$ cat src/rtl/button_press_hold_release_defines.svh
// assertion macros for the rtl module
`ifndef BUTTON_PRESS_HOLD_RELEASE_DEFINES_SVH
`define BUTTON_PRESS_HOLD_RELEASE_DEFINES_SVH

// checked at every rising clock edge, muted while reset is asserted
`define BPHR_ASSERT(lbl, prop, msg) \
  lbl: assert property (@(posedge clk_i) disable iff (!rst_ni) prop) else $error(msg);

// checked at every rising clock edge, also during reset
`define BPHR_ASSERT_ALWAYS(lbl, prop, msg) \
  lbl: assert property (@(posedge clk_i) prop) else $error(msg);

`endif

$ cat src/rtl/bphr_pkg.sv
`timescale 1ns / 1ps

package bphr_pkg;

  localparam int NUM_BUTTONS = 6;
  localparam int OUT_FIELDS  = 6;
  localparam int PIN_W       = 8;
  localparam int TICK_W      = 32;
  localparam int DELAY_W     = 16;
  localparam int MASK_W      = PIN_W * OUT_FIELDS;
  localparam int ADDR_W      = 5;
  localparam int DATA_W      = 64;

  localparam logic [DELAY_W-1:0] HOLD_DELAY_RST    = 16'd1000;
  localparam logic [DELAY_W-1:0] RELEASE_DELAY_RST = 16'd100;
  localparam logic [MASK_W-1:0]  PIN_MASKS_RST     = 48'h2010_0804_0201;

  typedef enum logic [1:0] {
    REG_HOLD_DELAY    = 2'd0,
    REG_RELEASE_DELAY = 2'd1,
    REG_PIN_MASKS     = 2'd2,
    REG_UNUSED        = 2'd3
  } reg_idx_e;

  typedef enum logic [1:0] {
    ST_OFF      = 2'd0,
    ST_PRESSED  = 2'd1,
    ST_HELD     = 2'd2,
    ST_RELEASED = 2'd3
  } btn_state_e;

endpackage

$ cat src/rtl/button_press_hold_release.sv
`timescale 1ns / 1ps
// channel  | valid        | stall        | payload
// ---------+--------------+--------------+-------------------------------------------
// input    | in_valid_i   | in_stall_o   | pin_levels_i, now_tick_i
// output   | out_valid_o  | out_stall_i  | up/down/left/right/ok/back_state_o
// config   | psel,penable | pready (=1)  | pwrite, paddr, pwdata, prdata
//
// one item per cycle sustained while the output is not stalled; an item taken in passes
// through the input register, then the result register, before its result shows on the outputs
// the update of all buttons is two 32-bit adds and compares per button, in parallel
// rst_ni clears the button states, saved ticks and valid flags, config registers go to defaults
// a stalled output holds the item in the input register; in_stall_o rises only then

`include "button_press_hold_release_defines.svh"

module button_press_hold_release (
  input  logic                         clk_i,
  input  logic                         rst_ni,
  // input channel
  input  logic                         in_valid_i,
  output logic                         in_stall_o,
  input  logic [bphr_pkg::PIN_W-1:0]   pin_levels_i,
  input  logic [bphr_pkg::TICK_W-1:0]  now_tick_i,
  // output channel
  output logic                         out_valid_o,
  input  logic                         out_stall_i,
  output logic [1:0]                   up_state_o,
  output logic [1:0]                   down_state_o,
  output logic [1:0]                   left_state_o,
  output logic [1:0]                   right_state_o,
  output logic [1:0]                   ok_state_o,
  output logic [1:0]                   back_state_o,
  // apb config port
  input  logic                         psel,
  input  logic                         penable,
  input  logic                         pwrite,
  input  logic [bphr_pkg::ADDR_W-1:0]  paddr,
  input  logic [bphr_pkg::DATA_W-1:0]  pwdata,
  output logic [bphr_pkg::DATA_W-1:0]  prdata,
  output logic                         pready
);
  import bphr_pkg::*;

  // ---------------------------------------------------------------- config registers
  logic [DELAY_W-1:0] hold_delay_q;
  logic [DELAY_W-1:0] release_delay_q;
  logic [MASK_W-1:0]  pin_masks_q;
  reg_idx_e           reg_idx;
  logic               cfg_wr;

  // registers sit on 8-byte strides, so the index is the upper address bits
  assign reg_idx = reg_idx_e'(paddr[ADDR_W-1:3]);
  assign cfg_wr  = psel && penable && pwrite;
  assign pready  = 1'b1;

  always_ff @(posedge clk_i or negedge rst_ni) begin
    if (!rst_ni) begin
      hold_delay_q    <= HOLD_DELAY_RST;
      release_delay_q <= RELEASE_DELAY_RST;
      pin_masks_q     <= PIN_MASKS_RST;
    end else if (cfg_wr) begin
      case (reg_idx)
        REG_HOLD_DELAY:    hold_delay_q    <= pwdata[DELAY_W-1:0];
        REG_RELEASE_DELAY: release_delay_q <= pwdata[DELAY_W-1:0];
        REG_PIN_MASKS:     pin_masks_q     <= pwdata[MASK_W-1:0];
        default: ;  // writes beyond the register list are dropped
      endcase
    end
  end

  always_comb begin
    case (reg_idx)
      REG_HOLD_DELAY:    prdata = DATA_W'(hold_delay_q);
      REG_RELEASE_DELAY: prdata = DATA_W'(release_delay_q);
      REG_PIN_MASKS:     prdata = DATA_W'(pin_masks_q);
      default:           prdata = '0;
    endcase
  end

  // ---------------------------------------------------------------- input register
  logic               s1_valid_q;
  logic [PIN_W-1:0]   pins_q;
  logic [TICK_W-1:0]  now_q;
  logic               s2_load;   // item in the input register moves into the result register
  logic               in_take;

  // the result register frees up when empty or when its item leaves this cycle
  assign s2_load    = s1_valid_q && (!out_valid_o || !out_stall_i);
  assign in_stall_o = s1_valid_q && !s2_load;
  assign in_take    = in_valid_i && !in_stall_o;

  always_ff @(posedge clk_i or negedge rst_ni) begin
    if (!rst_ni) begin
      s1_valid_q <= 1'b0;
    end else if (in_take) begin
      s1_valid_q <= 1'b1;
    end else if (s2_load) begin
      s1_valid_q <= 1'b0;
    end
  end

  always_ff @(posedge clk_i) begin
    if (in_take) begin
      pins_q <= pin_levels_i;
      now_q  <= now_tick_i;
    end
  end

  // ---------------------------------------------------------------- button classifiers
  btn_state_e [NUM_BUTTONS-1:0]             state_q, state_d;
  logic       [NUM_BUTTONS-1:0][TICK_W-1:0] tick_q, tick_d;
  logic       [NUM_BUTTONS-1:0][PIN_W-1:0]  mask;

  // slots past the packed mask word have an empty mask
  for (genvar b = 0; b < NUM_BUTTONS; b++) begin : g_mask
    if (b < OUT_FIELDS) begin : g_cfg
      assign mask[b] = pin_masks_q[PIN_W*b +: PIN_W];
    end else begin : g_zero
      assign mask[b] = '0;
    end
  end

  always_comb begin
    logic              down;
    logic [TICK_W-1:0] hold_end;
    logic [TICK_W-1:0] rel_end;
    state_d = state_q;
    tick_d  = tick_q;
    for (int b = 0; b < NUM_BUTTONS; b++) begin
      // a button is down when every pin of its mask reads low (active low pins)
      down     = (pins_q & mask[b]) == '0;
      // deadlines wrap modulo 2^32 before the unsigned compare
      hold_end = tick_q[b] + TICK_W'(hold_delay_q);
      rel_end  = tick_q[b] + TICK_W'(release_delay_q);
      case (state_q[b])
        ST_OFF: begin
          state_d[b] = down ? ST_PRESSED : ST_OFF;
          tick_d[b]  = now_q;
        end
        ST_PRESSED: begin
          // release keeps the press tick as the start of the release delay
          if (!down) begin
            state_d[b] = ST_RELEASED;
          end else if (now_q > hold_end) begin
            state_d[b] = ST_HELD;
          end
        end
        ST_HELD: begin
          state_d[b] = down ? ST_HELD : ST_RELEASED;
          tick_d[b]  = now_q;
        end
        ST_RELEASED: begin
          if (down) begin
            state_d[b] = ST_PRESSED;
            tick_d[b]  = now_q;
          end else if (now_q > rel_end) begin
            state_d[b] = ST_OFF;
          end
        end
        default: begin
          state_d[b] = ST_OFF;
        end
      endcase
    end
  end

  always_ff @(posedge clk_i or negedge rst_ni) begin
    if (!rst_ni) begin
      state_q <= {NUM_BUTTONS{ST_OFF}};
      tick_q  <= '0;
    end else if (s2_load) begin
      state_q <= state_d;
      tick_q  <= tick_d;
    end
  end

  // ---------------------------------------------------------------- result register
  logic                        out_valid_q;
  logic [OUT_FIELDS-1:0][1:0]  res_d, res_q;

  // fields of buttons that are not built read as off
  for (genvar f = 0; f < OUT_FIELDS; f++) begin : g_res
    if (f < NUM_BUTTONS) begin : g_btn
      assign res_d[f] = state_d[f];
    end else begin : g_none
      assign res_d[f] = 2'(ST_OFF);
    end
  end

  always_ff @(posedge clk_i or negedge rst_ni) begin
    if (!rst_ni) begin
      out_valid_q <= 1'b0;
    end else if (s2_load) begin
      out_valid_q <= 1'b1;
    end else if (!out_stall_i) begin
      out_valid_q <= 1'b0;
    end
  end

  always_ff @(posedge clk_i) begin
    if (s2_load) begin
      res_q <= res_d;
    end
  end

  assign out_valid_o   = out_valid_q;
  assign up_state_o    = res_q[0];
  assign down_state_o  = res_q[1];
  assign left_state_o  = res_q[2];
  assign right_state_o = res_q[3];
  assign ok_state_o    = res_q[4];
  assign back_state_o  = res_q[5];

  // ---------------------------------------------------------------- assertions
  `BPHR_ASSERT(a_hold_in_stage, s1_valid_q && out_valid_q && out_stall_i |=> s1_valid_q, "input item lost while output stalled")
  `BPHR_ASSERT(a_load_shows, s2_load |=> out_valid_o && (up_state_o == 2'(state_q[0])), "result does not match updated state")
  `BPHR_ASSERT(a_state_quiet, !s2_load |=> $stable(state_q) && $stable(tick_q), "button state changed without an item")
  `BPHR_ASSERT(a_held_path, (state_q[0] == ST_HELD) && !$stable(state_q[0]) |-> $past(state_q[0]) == ST_PRESSED, "held entered from a state other than pressed")
  `BPHR_ASSERT_ALWAYS(a_reset_empty, !rst_ni |=> !s1_valid_q && !out_valid_q, "pipeline not empty in reset")

endmodule
$ cat config.mk
export PLATFORM = sky130hd
export DESIGN_NAME = button_press_hold_release
export DESIGN_NICKNAME = d
export VERILOG_FILES = /design/src/rtl/bphr_pkg.sv /design/src/rtl/button_press_hold_release.sv
export VERILOG_INCLUDE_DIRS = /design/src /design/src/rtl
export SDC_FILE = /design/constraint.sdc
export NUM_CORES = 2
export LEC_CHECK = 0
export ABC_AREA = 1
export ABC_CLOCK_PERIOD_IN_PS = 9200
export BUFFER_PORTS_ARGS = -buffer_cell sky130_fd_sc_hd__buf_2
export CAP_MARGIN = 0
export CORE_ASPECT_RATIO = 0.6
export CORE_MARGIN = 5
export CORE_UTILIZATION = 69
export DETAILED_ROUTE_END_ITERATION = 16
export PLACE_DENSITY = 0.92
export SLEW_MARGIN = 40
export SYNTH_ARGS = -nofsm -noshare
export SYNTH_HDL_FRONTEND = slang
export SYNTH_SLANG_ARGS = --single-unit
$ cat constraint.sdc
create_clock -name clk_i -period 9.2 [get_ports clk_i]
set_input_delay 2.3 -clock clk_i [delete_from_list [all_inputs] [get_ports clk_i]]
set_output_delay 2.3 -clock clk_i [all_outputs]
set_load 0.01 [all_outputs]
After elaboration in Yosys (flattened, before gate mapping)
Index checks and enable logic that the tools add are counted.
{"block": "word_totals", "input_bits": 116, "register_bits": 338, "out_inout_bits": 79, "word_cells": 186}
{"block": "op_classes", "reduce_logical": 45, "order_cmp": 12, "n_bitwise": 6, "addsub": 12, "muxes": 59, "n_eq_ne": 27}
{"operator": "32-bit by 16-bit adder with 32-bit output", "count": 12}
{"operator": "32-bit > comparator", "count": 12}
{"operator": "32-bit one-hot mux with 2 select lines", "count": 6}
{"operator": "32-bit two-way mux", "count": 6}
{"operator": "48-bit one-hot mux with 3 select lines", "count": 1}
{"operator": "8-bit AND", "count": 6}
{"operator": "8-bit zero test", "count": 6}
{"operator": "2-bit two-way mux", "count": 24}
{"operator": "2-bit one-hot mux with 4 select lines", "count": 6}
{"operator": "2-bit == test (second input constant)", "count": 13}
{"operator": "3-bit AND reduction", "count": 6}
{"operator": "1-bit two-way mux", "count": 16}
{"operator": "2-bit by 1-bit == test with 1-bit output (second input constant)", "count": 7}
{"operator": "2-bit zero test", "count": 7}
{"operator": "2-bit nonzero test", "count": 7}
{"operator": "2-bit inequality test (second input constant)", "count": 6}
{"operator": "2-bit OR reduction", "count": 6}
{"operator": "2-bit AND reduction", "count": 3}
{"operator": "1-bit logical AND", "count": 5}
{"operator": "1-bit zero test", "count": 4}
{"operator": "2-bit by 1-bit inequality test with 1-bit output (second input constant)", "count": 1}
{"operator": "1-bit logical OR", "count": 1}

Depth between registers and ports, before layout
{"block": "depth", "depth_word": 8, "ltp_mapped": 27, "depth_no_buf": 27}

Worst setup path after synthesis
No wires, ideal clock.
{"block": "synth_path", "path_type": "input port to output port", "startpoint": "input paddr[3] in the netlist's numbering", "endpoint": "output prdata[0] in the netlist's numbering", "path_stages": 5, "t_arrival_ps": 3115, "t_required_ps": 6900, "n_path_buf": 1, "slack_ps": 3785, "path_cell_list": "inv_1 -> nor2_1 -> clkbuf_1 -> nand2_1 -> o211ai_1"}
{"block": "synth_via", "elab_chain_cells": 2, "word_cells_on_any_way": 4, "cone_classes": "eq/ne (2); mux (1); reduce/logical (1)"}
{"item": "start, declared", "line": "button_press_hold_release.sv:37", "rtl": "input logic [bphr_pkg::ADDR_W-1:0] paddr,"}
{"item": "2-bit == test (tied with other cells)", "line": "button_press_hold_release.sv:72", "rtl": "case (reg_idx)"}
{"item": "48-bit one-hot mux with 3 select lines *", "line": "button_press_hold_release.sv:72"}
{"item": "end, declared", "line": "button_press_hold_release.sv:39", "rtl": "output logic [bphr_pkg::DATA_W-1:0] prdata,"}
Every way passes the cells marked *; elsewhere a longest branch is shown, timed or not.

Worst setup path after layout
{"block": "layout_path", "startpoint": "input paddr[3] in the netlist's numbering", "endpoint": "output prdata[6] in the netlist's numbering"}
The elaborated chain is that of the path after synthesis.

==> key figures <==
Timing
  • Slew @ Worst Pin: 0.9664 ns
  • Count of final setup violators: 0
  • Fmax: 169.8 MHz
  • RSZ-0062 raised after global routing: no
  • Period minus WS final: 5.891 ns
  • Rel. slew slack: 0.3557
  • Clock Skew: 0.04422 ns
  • Max-slew violations: 0
  • Final hold vios: 0
  • Tcrit/Tclk final: 0.6403
  • Setup TNS: 0 ns

Yosys
  • Yosys Warn Count: 0
  • EDFF count, synth: 52
  • Flops & latches, synth: 338
  • Share of the synthesized area in the top cell type: 0.2070
  • Post-synth top area cell: ha_1
  • Top-count cell post-synth: nand2_1
  • Mapped Avg Cell Area: 7.398 µm²
  • Sequential share of the synthesized area: 0.2510
  • Synth cell types: 61
  • Cells after Synth: 4706
  • Async set-reset flop share out of synthesis: 0.8462
  • Top_reg_cell synth: dfrtp_1
  • Synth top cells by count: nand2_1 (1273), ha_1 (576), inv_1 (403)
  • Top post-synthesis cells by area: ha_1 (21%), dfrtp_1 (19%), nand2_1 (14%)
  • Mapped Area: 34820 µm²

Worst hold path
  • Hold Path End: mask[18]$_DFFE_PN1P_
  • Worst hold path depth: 2
  • Min-Delay Path Class: flip-flop to flip-flop
  • Worst hold start: mask[18]$_DFFE_PN1P_

Setup path
  • Crit Path Max Fanout: 42
  • Reg2reg setup slack: 3.99 ns
  • Critical path startpoint category: input pin
  • Crit path required time: 6.90 ns
  • R2R Path Start: release_delay_q[0]$_DFFE_PN0P_
  • Setup crit end kind: primary output
  • CP startpoint: paddr[3]
  • Setup Crit Path Kind: input pin to primary output
  • Worst Path Arrival: 3.59 ns
  • Worst flop-to-flop path endpoint: right_state_o[0]$_DFFE_PP_
  • Worst R2R Path Depth: 21

Placed design
  • PortBufs: 158
  • DP Wirelength: 90250 µm
  • GPL Wtd Cong: 1.016
  • Placed cell count: 5482

Clock tree
  • Clock transition at path regs: 0.06 ns
  • Max H-tree Level: 2
  • Clock Tree Root: clkbuf_16
  • Clock insertion delay at the later pin of the skew report: 0.56 ns
  • Clock sink count: 338
  • CTS tree: built
  • Post-CTS Hold Fix Bufs: 0
  • Max clock buf depth: 3
  • Inserted Clock Buffers: 37
  • Setup bufs post-CTS: 0
  • Post-CTS sizing: 0

Drt
  • Final wirelength: 114400 µm
  • WL/cell: 20.62 µm
  • Post-route ant nets: 0
  • DRC: 0
  • DR vias/cell: 6.260
  • Initial DRC count: 4194
  • Via count: 34750
  • Drt pass-1 iters: 9

Floorplan
  • Die Wd: 300.0 µm
  • Total core area: 49660 µm²
  • Die area: 55200 µm²
  • I/O Pins: 195
  • Die height: 184.0 µm
  • Core Rows: 63
  • Starting Density: 0.7011

Layout
  • Fill count: 3674
  • Antenna diode count: 0
  • Layout cell share with drive strength beyond 1: 0.08347
  • P&R area growth vs syn: 8.618%
  • Final Non-Filler Cells: 5550
  • Layout Nets: 5578

Run
  • Max cap viols: 0

Global routing
  • First-pass GRT wire length: 177800 µm
  • Gr ovfl total: 0
  • Antenna violations before repair: 0
  • Vias in the first global route: 33120
  • Gr usage total: 0.4056
  • Largest net degree at the start of global routing: 105

Pwr
  • Leak: 18.50 nW
  • Pwr Total: 12.69 mW
  • PwrDens: 335.7 nW/µm²
  • VDD IR max: 244.7 µV

Status
  • Outcome: completed
[cells in the final DEF, fill, tap and decap left out, types with 11 or more instances in the layout]
cell	netlist	routed
nand2_1	1273	1271
ha_1	576	576
inv_1	403	401
a21oi_1	360	360
nor2_1	340	337
dfrtp_1	271	271
o21ai_1	229	229
o21ai_0	219	219
xor2_1	215	215
buf_2	45	157
nand3_1	141	141
xnor2_1	130	130
nand4_1	54	54
edfxtp_1	52	52
clkbuf_16	0	39
nor3_1	35	35
a21o_1	30	30
o21a_1	28	28
a21oi_2	24	24
o21ai_2	23	23
o211ai_1	22	22
buf_4	17	20
nor4_1	20	19
conb_1	2	17
buf_6	0	17
dfstp_2	15	15
nor2_2	13	14
inv_2	14	14
nand2_2	17	13
a221oi_1	12	12
fa_1	12	12
o21bai_1	11	11
[worst max-delay path: stages]
cell and delay, ns:
buf_2 0.13, inv_1 0.08, nand2_1 0.27, buf_4 0.46
o211ai_1 0.16, buf_2 0.16
[routing by layer]
| layer | vias to the layer above | track usage | wire (µm) |
|---|---|---|---|
| met3 | 324 | 0.1318 | 18490 |
| met4 | 0 | 0.1261 | 4029 |
| li1 | 16180 | - | - |
| met2 | 2145 | 0.5882 | 45520 |
| met1 | 16100 | 0.5786 | 46410 |
| met5 | - | 0 | 0 |
[power breakdown]
part / internal [mW] / switching (mW) / leakage, nW
Combinational: 3.13 / 5.00 / 13.9
Sequential: 2.09 / 0.886 / 3.99
Clock: 0.911 / 0.673 / 0.616
[worst max-delay path by stage]
| stage | cells after the start | end | slack, ns |
|---|---|---|---|
| 5_1_grt | 6 | prdata[9] | 3.25 |
| 6_report | 6 | prdata[6] | 3.31 |
| 2_1_floorplan | 5 | prdata[0] | 3.79 |
| 3_3_place_gp | 5 | prdata[0] | 3.16 |
| 3_5_place_dp | 5 | prdata[5] | 3.41 |
| 4_1_cts | 5 | prdata[7] | 3.33 |
[registers in the layout (all words and copies together) (netlist names), 8 cells and up]
name,count
hold_delay_q,16
mask,48
now_q,32
pins_q,8
release_delay_q,16
state_q,12
tick_q,192
[through the flow]
step | hold WS (ns) | utilization | worst slack [ns] | instance area, µm²
floorplan | 0.4588 | - | 3.785 | 34870
CTS | 0.5185 | 0.7607 | 3.326 | 37780
global placement | 0.4778 | 0.7294 | 3.157 | 36220
global route | 0.5357 | 0.7615 | 3.245 | 37820
finish | 0.5192 | 0.7615 | 3.309 | 37820
detailed placement | 0.4999 | 0.7356 | 3.414 | 36530
[cell families after synthesis]
logic type,share of synthesized area
AND/OR/NAND/NOR,0.2306
adder cells (fa/ha/maj),0.2139
AO/OA/AOI/OAI,0.1596
flip-flops,0.2510
buffers and inverters,0.05793
XOR/XNOR,0.08679
other,0.0002157
[cell type report]
type	count	area [µm²]	area share
Sequential cell	338	8737	0.2310
Multi-Input combinational cell	3878	24180	0.6395
Tap cell	650	813.3	0.02151
Clock inverter	17	216.5	0.005724
Timing Repair Buffer	200	1260	0.03332
Clock buffer	48	1030	0.02723
Inverter	419	1577	0.04169
(Power assumes the default switching activity.)
